`src/hw/rtl/tcfc_pkg.sv`:
```
// ----------------------------------------------------------------------------
// tcfc_pkg: shared definitions for the team color classifier
// Team codes, chroma weights and the controller-to-datapath command bundle.
// ----------------------------------------------------------------------------
`default_nettype none

package tcfc_pkg;

   localparam int PIX_W = 15;

   localparam logic signed [PIX_W-1:0] W_BLUE_Y  = -15'sd3;
   localparam logic signed [PIX_W-1:0] W_BLUE_CB = 15'sd16;
   localparam logic signed [PIX_W-1:0] W_BLUE_CR = 15'sd3;
   localparam logic signed [PIX_W-1:0] W_RED_Y   = -15'sd1;
   localparam logic signed [PIX_W-1:0] W_RED_CB  = 15'sd2;
   localparam logic signed [PIX_W-1:0] W_RED_CR  = 15'sd16;

   localparam logic [1:0] TEAM_NONE = 2'd0;
   localparam logic [1:0] TEAM_BLUE = 2'd1;
   localparam logic [1:0] TEAM_RED  = 2'd2;

   typedef struct packed {
      logic accept;
      logic load;
      logic step;
      logic finish;
   } cmd_type;

endpackage

`default_nettype wire

```
`src/hw/rtl/team_color_from_chroma_sums.sv`:
```
// ----------------------------------------------------------------------------
// team_color_from_chroma_sums: team color verdict from sampled region pixels
// Sampled YCbCr pixels of one region stream in on the request channel, row by
// row. Each request carries Y, Cb and Cr in req_tdata, has_pixel and row_end
// in req_tuser, and region_end in req_tlast. A request with region_end set
// produces one response: the team code in rsp_tdata and the overflow flag in
// rsp_tuser. Other requests produce no response.
// Requests without region_end stream in, so pixels stream at one per cycle
// while the block is taking requests. A region_end request occupies the block
// while it loads the divider, runs ACC_W steps of the one-bit-per-cycle
// restoring divider that forms the mean row difference, and then scores and
// registers the verdict.
// The verdict sits in an output register; the block returns to taking
// requests while it waits, and a new verdict is held back only while the
// previous one has not been taken.
// Synchronous reset clears the region state, the response valid flag and the request ready flag.
// ----------------------------------------------------------------------------
`default_nettype none

module team_color_from_chroma_sums #(
   parameter int MAX_ROW_SAMPLES = 64,
   parameter int MAX_ROWS        = 64
) (
   input  wire logic        clock,
   input  wire logic        reset,
   input  wire logic        req_tvalid,
   output logic             req_tready,
   // [7:0] pixel_luma, [15:8] pixel_blue_chroma, [23:16] pixel_red_chroma
   input  wire logic [23:0] req_tdata,
   // [0] has_pixel, [1] row_end
   input  wire logic [1:0]  req_tuser,
   input  wire logic        req_tlast,
   output logic             rsp_tvalid,
   input  wire logic        rsp_tready,
   // [1:0] team, [7:2] zero
   output logic [7:0]       rsp_tdata,
   // [0] overflow
   output logic             rsp_tuser
);
   import tcfc_pkg::*;

   localparam int SUM_W = 14 + $clog2(MAX_ROW_SAMPLES + 1);
   localparam int ACC_W = SUM_W + 1 + $clog2(MAX_ROWS + 1);

   cmd_type    cmd;
   logic [1:0] team;

   tcfc_ctrl #(
      .DIV_STEPS (ACC_W)
   ) u_ctrl (
      .clock          (clock),
      .reset          (reset),
      .req_tvalid     (req_tvalid),
      .req_region_end (req_tlast),
      .req_tready     (req_tready),
      .rsp_tvalid     (rsp_tvalid),
      .rsp_tready     (rsp_tready),
      .cmd            (cmd)
   );

   tcfc_datapath #(
      .MAX_ROW_SAMPLES (MAX_ROW_SAMPLES),
      .MAX_ROWS        (MAX_ROWS),
      .SUM_W           (SUM_W),
      .ACC_W           (ACC_W)
   ) u_datapath (
      .clock             (clock),
      .reset             (reset),
      .cmd               (cmd),
      .has_pixel         (req_tuser[0]),
      .pixel_luma        (req_tdata[7:0]),
      .pixel_blue_chroma (req_tdata[15:8]),
      .pixel_red_chroma  (req_tdata[23:16]),
      .row_end           (req_tuser[1]),
      .rsp_team          (team),
      .rsp_overflow      (rsp_tuser)
   );

   assign rsp_tdata = {6'b0, team};

   a_no_accept_while_dividing: assert property (
      @(posedge clock) disable iff (reset) cmd.step |-> !req_tready)
      else $error("request accepted while the divider runs");

   a_region_end_loads: assert property (
      @(posedge clock) disable iff (reset) (cmd.accept && req_tlast) |=> cmd.load)
      else $error("region end did not start the divider");

   a_load_then_step: assert property (
      @(posedge clock) disable iff (reset) cmd.load |=> cmd.step)
      else $error("divider load not followed by a step");

   a_finish_sets_valid: assert property (
      @(posedge clock) disable iff (reset) cmd.finish |=> rsp_tvalid)
      else $error("verdict written without a valid response");

endmodule

`default_nettype wire

```
`src/hw/rtl/tcfc_ctrl.sv`:
```
// ----------------------------------------------------------------------------
// tcfc_ctrl: sequencing controller
// Accepts requests, runs the divider at region end and hands the verdict to
// the output register.
// ----------------------------------------------------------------------------
`default_nettype none

module tcfc_ctrl #(
   parameter int DIV_STEPS = 29
) (
   input  wire logic             clock,
   input  wire logic             reset,
   input  wire logic             req_tvalid,
   input  wire logic             req_region_end,
   output logic                  req_tready,
   output logic                  rsp_tvalid,
   input  wire logic             rsp_tready,
   output tcfc_pkg::cmd_type     cmd
);
   import tcfc_pkg::*;

   localparam int STEP_W = $clog2(DIV_STEPS);

   typedef enum logic [1:0] {
      ST_ACCEPT,
      ST_LOAD,
      ST_DIVIDE,
      ST_FINISH
   } state_type;

   state_type         state_ff, state_in;
   logic [STEP_W-1:0] step_ff;
   logic              req_tready_ff;
   logic              rsp_tvalid_ff;

   assign req_tready = req_tready_ff;
   assign rsp_tvalid = rsp_tvalid_ff;

   always_comb begin
      cmd.accept = req_tvalid && req_tready_ff;
      cmd.load   = (state_ff == ST_LOAD);
      cmd.step   = (state_ff == ST_DIVIDE);
      cmd.finish = (state_ff == ST_FINISH) && (!rsp_tvalid_ff || rsp_tready);
   end

   always_comb begin
      state_in = state_ff;
      unique case (state_ff)
         ST_ACCEPT: begin
            if (cmd.accept && req_region_end) begin
               state_in = ST_LOAD;
            end
         end
         ST_LOAD: begin
            state_in = ST_DIVIDE;
         end
         ST_DIVIDE: begin
            if (step_ff == STEP_W'(DIV_STEPS - 1)) begin
               state_in = ST_FINISH;
            end
         end
         ST_FINISH: begin
            if (cmd.finish) begin
               state_in = ST_ACCEPT;
            end
         end
         default: state_in = ST_ACCEPT;
      endcase
   end

   always_ff @(posedge clock) begin
      if (reset) begin
         state_ff      <= ST_ACCEPT;
         step_ff       <= '0;
         req_tready_ff <= 1'b0;
         rsp_tvalid_ff <= 1'b0;
      end else begin
         state_ff      <= state_in;
         req_tready_ff <= (state_in == ST_ACCEPT);
         if (state_ff == ST_DIVIDE) begin
            step_ff <= step_ff + 1'b1;
         end else begin
            step_ff <= '0;
         end
         if (cmd.finish) begin
            rsp_tvalid_ff <= 1'b1;
         end else if (rsp_tready) begin
            rsp_tvalid_ff <= 1'b0;
         end
      end
   end

endmodule

`default_nettype wire

```
`src/hw/rtl/tcfc_datapath.sv`:
```
// ----------------------------------------------------------------------------
// tcfc_datapath: chroma sums, row minima, maxima and mean divider
// Holds the region state, a restoring divider and the verdict register.
// ----------------------------------------------------------------------------
`default_nettype none

module tcfc_datapath #(
   parameter int MAX_ROW_SAMPLES = 64,
   parameter int MAX_ROWS        = 64,
   parameter int SUM_W           = 21,
   parameter int ACC_W           = 29
) (
   input  wire logic              clock,
   input  wire logic              reset,
   input  wire tcfc_pkg::cmd_type cmd,
   input  wire logic              has_pixel,
   input  wire logic [7:0]        pixel_luma,
   input  wire logic [7:0]        pixel_blue_chroma,
   input  wire logic [7:0]        pixel_red_chroma,
   input  wire logic              row_end,
   output logic [1:0]             rsp_team,
   output logic                   rsp_overflow
);
   import tcfc_pkg::*;

   localparam int SCNT_W = $clog2(MAX_ROW_SAMPLES + 1);
   localparam int RCNT_W = $clog2(MAX_ROWS + 1);
   localparam int REM_W  = RCNT_W + 1;
   localparam int SCORE_W = ACC_W + 2;

   logic signed [SUM_W-1:0] row_blue_ff, row_red_ff;
   logic signed [SUM_W-1:0] prev_blue_ff, prev_red_ff;
   logic signed [SUM_W-1:0] max_blue_ff, max_red_ff;
   logic signed [ACC_W-1:0] acc_ff;
   logic [RCNT_W-1:0]       row_cnt_ff;
   logic [SCNT_W-1:0]       sample_cnt_ff;
   logic                    overflow_ff;

   logic [ACC_W-1:0]        quot_ff;
   logic [REM_W-1:0]        rem_ff;
   logic                    neg_ff;
   logic [1:0]              team_ff;
   logic                    rsp_overflow_ff;

   logic signed [PIX_W-1:0] luma_s, cb_s, cr_s, px_blue, px_red;
   logic signed [SUM_W-1:0] cur_blue, cur_red, lo_blue, lo_red;
   logic                    row_full, rows_full, take_px, close_row, close_ok;
   logic [REM_W-1:0]        trial;
   logic                    trial_fits;
   logic signed [SUM_W:0]   max_diff;
   logic signed [SCORE_W-1:0] score;
   logic [1:0]              team_in;

   assign rsp_team     = team_ff;
   assign rsp_overflow = rsp_overflow_ff;

   always_comb begin
      luma_s  = $signed({7'b0, pixel_luma});
      cb_s    = $signed({7'b0, pixel_blue_chroma});
      cr_s    = $signed({7'b0, pixel_red_chroma});
      px_blue = W_BLUE_Y * luma_s + W_BLUE_CB * cb_s + W_BLUE_CR * cr_s;
      px_red  = W_RED_Y * luma_s + W_RED_CB * cb_s + W_RED_CR * cr_s;

      row_full  = (sample_cnt_ff == SCNT_W'(MAX_ROW_SAMPLES));
      rows_full = (row_cnt_ff == RCNT_W'(MAX_ROWS));
      take_px   = cmd.accept && has_pixel && !row_full;
      close_row = cmd.accept && row_end;
      close_ok  = close_row && !rows_full;

      cur_blue = take_px ? row_blue_ff + SUM_W'(px_blue) : row_blue_ff;
      cur_red  = take_px ? row_red_ff + SUM_W'(px_red) : row_red_ff;
      lo_blue  = (prev_blue_ff < cur_blue) ? prev_blue_ff : cur_blue;
      lo_red   = (prev_red_ff < cur_red) ? prev_red_ff : cur_red;

      trial      = {rem_ff[REM_W-2:0], quot_ff[ACC_W-1]};
      trial_fits = (trial >= {1'b0, row_cnt_ff});

      max_diff = (SUM_W + 1)'(max_blue_ff) - (SUM_W + 1)'(max_red_ff);
      if (neg_ff) begin
         score = SCORE_W'(max_diff) + $signed({2'b0, quot_ff});
      end else begin
         score = SCORE_W'(max_diff) - $signed({2'b0, quot_ff});
      end
      if (row_cnt_ff == '0) begin
         team_in = TEAM_NONE;
      end else if (score > 0) begin
         team_in = TEAM_BLUE;
      end else begin
         team_in = TEAM_RED;
      end
   end

   always_ff @(posedge clock) begin
      if (reset || cmd.finish) begin
         row_blue_ff   <= '0;
         row_red_ff    <= '0;
         prev_blue_ff  <= '0;
         prev_red_ff   <= '0;
         max_blue_ff   <= '0;
         max_red_ff    <= '0;
         acc_ff        <= '0;
         row_cnt_ff    <= '0;
         sample_cnt_ff <= '0;
         overflow_ff   <= 1'b0;
      end else begin
         if ((cmd.accept && has_pixel && row_full) || (close_row && rows_full)) begin
            overflow_ff <= 1'b1;
         end
         if (close_row) begin
            row_blue_ff   <= '0;
            row_red_ff    <= '0;
            sample_cnt_ff <= '0;
            if (close_ok) begin
               acc_ff       <= acc_ff + ACC_W'(lo_blue) - ACC_W'(lo_red);
               row_cnt_ff   <= row_cnt_ff + 1'b1;
               prev_blue_ff <= cur_blue;
               prev_red_ff  <= cur_red;
               if (lo_blue > max_blue_ff) begin
                  max_blue_ff <= lo_blue;
               end
               if (lo_red > max_red_ff) begin
                  max_red_ff <= lo_red;
               end
            end
         end else if (take_px) begin
            row_blue_ff   <= cur_blue;
            row_red_ff    <= cur_red;
            sample_cnt_ff <= sample_cnt_ff + 1'b1;
         end
      end
   end

   always_ff @(posedge clock) begin
      if (cmd.load) begin
         neg_ff  <= acc_ff[ACC_W-1];
         quot_ff <= acc_ff[ACC_W-1] ? ACC_W'(-acc_ff) : ACC_W'(acc_ff);
         rem_ff  <= '0;
      end else if (cmd.step) begin
         quot_ff <= {quot_ff[ACC_W-2:0], trial_fits};
         rem_ff  <= trial_fits ? trial - {1'b0, row_cnt_ff} : trial;
      end
      if (cmd.finish) begin
         team_ff         <= team_in;
         rsp_overflow_ff <= overflow_ff;
      end
   end

endmodule

`default_nettype wire
```
`config.mk`:
```
export PLATFORM = sky130hd
export DESIGN_NAME = team_color_from_chroma_sums
export DESIGN_NICKNAME = d
export VERILOG_FILES = /design/src/hw/rtl/tcfc_pkg.sv /design/src/hw/rtl/team_color_from_chroma_sums.sv /design/src/hw/rtl/tcfc_ctrl.sv /design/src/hw/rtl/tcfc_datapath.sv
export SDC_FILE = /design/constraint.sdc
export NUM_CORES = 1
export LEC_CHECK = 0
export ABC_CLOCK_PERIOD_IN_PS = 20400
export BUFFER_PORTS_ARGS = -buffer_cell sky130_fd_sc_hd__buf_2
export CELL_PAD_IN_SITES_DETAIL_PLACEMENT = 2
export CELL_PAD_IN_SITES_GLOBAL_PLACEMENT = 2
export CORE_AREA = 2 2 213 425
export CTS_CLUSTER_SIZE = 16
export DETAILED_ROUTE_END_ITERATION = 16
export DIE_AREA = 0 0 215 427
export PLACE_DENSITY = 0.51
export SLEW_MARGIN = 25
export SYNTH_ARGS = -nofsm -noshare
export SYNTH_HDL_FRONTEND = slang
export SYNTH_SLANG_ARGS = --single-unit
```
`constraint.sdc`:
```
create_clock -name clock -period 20.4 [get_ports clock]
set_clock_uncertainty 0.05 [all_clocks]
set_input_delay 1.02 -clock clock [delete_from_list [all_inputs] [get_ports clock]]
set_output_delay 1.02 -clock clock [all_outputs]
set_load 0.01 [all_outputs]
```
==> reports/qor.txt <==
post-CTS sizing = 0
Starting Density = 23.7%
yosys warns = 0
gr ovfl total = 0
register area = 4710 um^2
Worst path slowest cell = buf_4
Cell Area, Synth = 21100 um^2
fill cell count = 10500
number of setup buffers added after CTS = 0
hold path start = u_datapath.acc_ff[18]$_SDFFE_PP0P_
xor/xnor share of the synthesized area = 7.36%
buffers plus inverters on the worst setup path = 6
Total GRT Usage = 16.5%
relative slew slack = 36.6%
register area share after synthesis = 22.4%
Diodes inserted = 0
WS Path Type = input pin to register
area fraction in compound gates after synthesis = 21.6%
most common cell after layout, fill and taps aside = nor2_1
largest net degree at the start of global routing = 78
Worst Tran Pin Value = 0.944 ns
Wirelength per Cell = 19.7 um
synthesis-to-layout area growth = 11.8%
H-Tree Depth = 1
synth unique cells = 86
drt drc = 0
Clock Sinks = 219
CTS tree = done
Finished Layout Cells = 3868
crit start category = input pin
Final setup viols = 0
Final min period = 13.09 ns
largest family of logic cells by synthesized area = compound AO/OA/AOI/OAI gates
Detailed Routing Iterations Pass 1 = 4
adder-cell area share of the yosys netlist = 21.1%
# nets final = 3027
Die Ht = 427 um
vias per cell = 4.87
Fmax = 0.0764 GHz
share of cells above drive strength 1 = 5.91%
Top Ports = 42
commonest non-fill, non-tap cells in the layout = 305 x nor2_1, 279 x ha_1, 262 x inv_1
Core Footprint = 88800 um^2
CP Capture Type = register
post-synthesis simple-gate area fraction = 18.8%
Hold Crit Class = register to register
Synth Area per Inst = 7.90 um^2
outcome = finished clean
number of hold buffers added after cts = 0
clock slew at reported path FFs = 0.06 ns
Setup TNS = 0 ns
TritonCTS Buffers = 29
critical path's top delay family = compound AO/OA/AOI/OAI gates
Post-Synthesis Cells = 2671
placed cell count = 3814
global-route wire length before repair = 119000 um
crit path max fanout = 77
FFs w/ async S/R, synth = 0%
routability cong. = 0.766
post-synthesis mux area share = 2.11%
FF+latch count, synth = 219
crit path from = req_tdata[1]
Worst EP required = 20.87 ns
Core Rows = 155
Final Max Slew Viols = 0
Clock Path Buffers = 3
Detailed Route WL = 76100 um
initial antenna violation count = 0
number of max-cap violations = 0
Tcrit/Tclk final = 64.2%
worst skew pair latency = 0.62 ns
delay of the slowest critical-path stage = 0.58 ns
total vias in the final route = 18800
final hold vios = 0
CP dominant cell by count = ha_1
RSZ-0062 raised after global routing = no
chip width = 215 um
hpwl dp = 61400 um
Multi-input gate area = 15100 um^2
port buffer count = 35
DRC marker count from the first detailed-route iteration = 523
Final ANT Viol Nets = 0
CTS Root Cell = clkbuf_16
Post-synth EDFFs = 33
vias in the first global route = 20000
FF-to-FF setup slack = 10.76 ns
Worst EP arrival = 13.56 ns
die area = 91800 um^2
r2r startpoint = u_datapath.row_blue_ff[0]$_SDFFE_PP0P_
Post-synth top flop = dfxtp_1
kinds of logic after synthesis:
kind of cell | after synthesis
AO/OA/AOI/OAI | 700
multiplexers | 44
flip-flops | 219
AND/OR/NAND/NOR | 844
buffers and inverters | 361
other | 1
XOR/XNOR | 174
adder cells (fa/ha/maj) | 328
path summary, 6_finish.rpt:
kind,endpoint,depth (start not counted)
worst max register to register,u_datapath.acc_ff[27]$_SDFFE_PP0P_,37
worst min register to register,u_datapath.acc_ff[18]$_SDFFE_PP0P_,2
worst min-delay path,u_datapath.acc_ff[18]$_SDFFE_PP0P_,2
worst max-delay path,u_datapath.acc_ff[27]$_SDFFE_PP0P_,52
sequential cells by signal, summed over array words and instances (netlist names):
signal	flops
u_datapath.max_blue_ff	21
u_datapath.rsp_overflow	1
u_datapath.row_cnt_ff	7
u_datapath.prev_blue_ff	21
u_datapath.neg_ff	1
u_datapath.max_red_ff	21
u_ctrl.step_ff	5
u_ctrl.req_tready	1
u_datapath.prev_red_ff	21
u_datapath.row_blue_ff	21
u_datapath.row_red_ff	21
u_datapath.acc_ff	29
u_datapath.quot_ff	29
u_datapath.rsp_team	2
u_datapath.rem_ff	7
u_ctrl.state_ff	2
u_ctrl.rsp_tvalid	1
u_datapath.overflow_ff	1
u_datapath.sample_cnt_ff	7
cell usage after synthesis (all sizes together), types with 19 or more instances:
cell	n	area, um^2
o311ai	19	166
nor2	306	1150
nand4	31	194
a211oi	64	500
o21ai	124	624
nand2b	31	194
nand4b	19	166
fa	47	941
nand2	213	800
a21o	86	646
and3	25	156
nand3	51	255
ha	281	3520
o21bai	20	161
o21a	31	234
a21oi	225	1130
buf	32	164
xor2	75	657
edfxtp	33	991
nor2b	38	238
clkbuf	67	251
a31oi	23	144
xnor2	97	850
dfxtp	186	3720
mux2i	41	410
nor3	61	305
inv	262	983
or3	19	119
per-stage QoR:
stage	setup slack (ns)	hold WS (ns)	utilization (%)	cell area (um^2)
2_1_floorplan	8.88	0.360	-	21100
3_3_place_gp	6.94	0.392	25.4	22600
3_5_place_dp	6.68	0.401	25.4	22600
4_1_cts	7.26	0.410	26.6	23600
5_1_grt	6.25	0.439	26.6	23600
6_report	7.31	0.406	26.6	23600
worst reg2reg max path: cells and delay by family (launching register included):
kind	cells	cell delay [ns]
flip-flops	1	0.33
buffers and inverters	3	0.48
XOR/XNOR	1	0.14
adder cells (fa/ha/maj)	5	1.70
AO/OA/AOI/OAI	23	5.10
multiplexers	2	1.08
AND/OR/NAND/NOR	3	0.67
cell type report:
| cell class | count | area share [%] |
|---|---|---|
| Clock buffer | 37 | 3.46 |
| Clock inverter | 17 | 0.753 |
| Inverter | 262 | 4.17 |
| Multi-Input combinational cell | 2096 | 63.9 |
| Sequential cell | 219 | 20.0 |
| Tap cell | 1177 | 6.24 |
| Timing Repair Buffer | 60 | 1.54 |
per-layer routing:
layer  track usage (%)  wire (um)  vias up
li1                  -          -     9367
met1              20.7      34400     9311
met2              30.6      39000       90
met3              1.21       1300       53
met4              3.39       1340        0
met5                 0          0        -
Power is not shown: default switching activity piles up to over one toggle a cycle in this logic, so the estimate is an artifact.
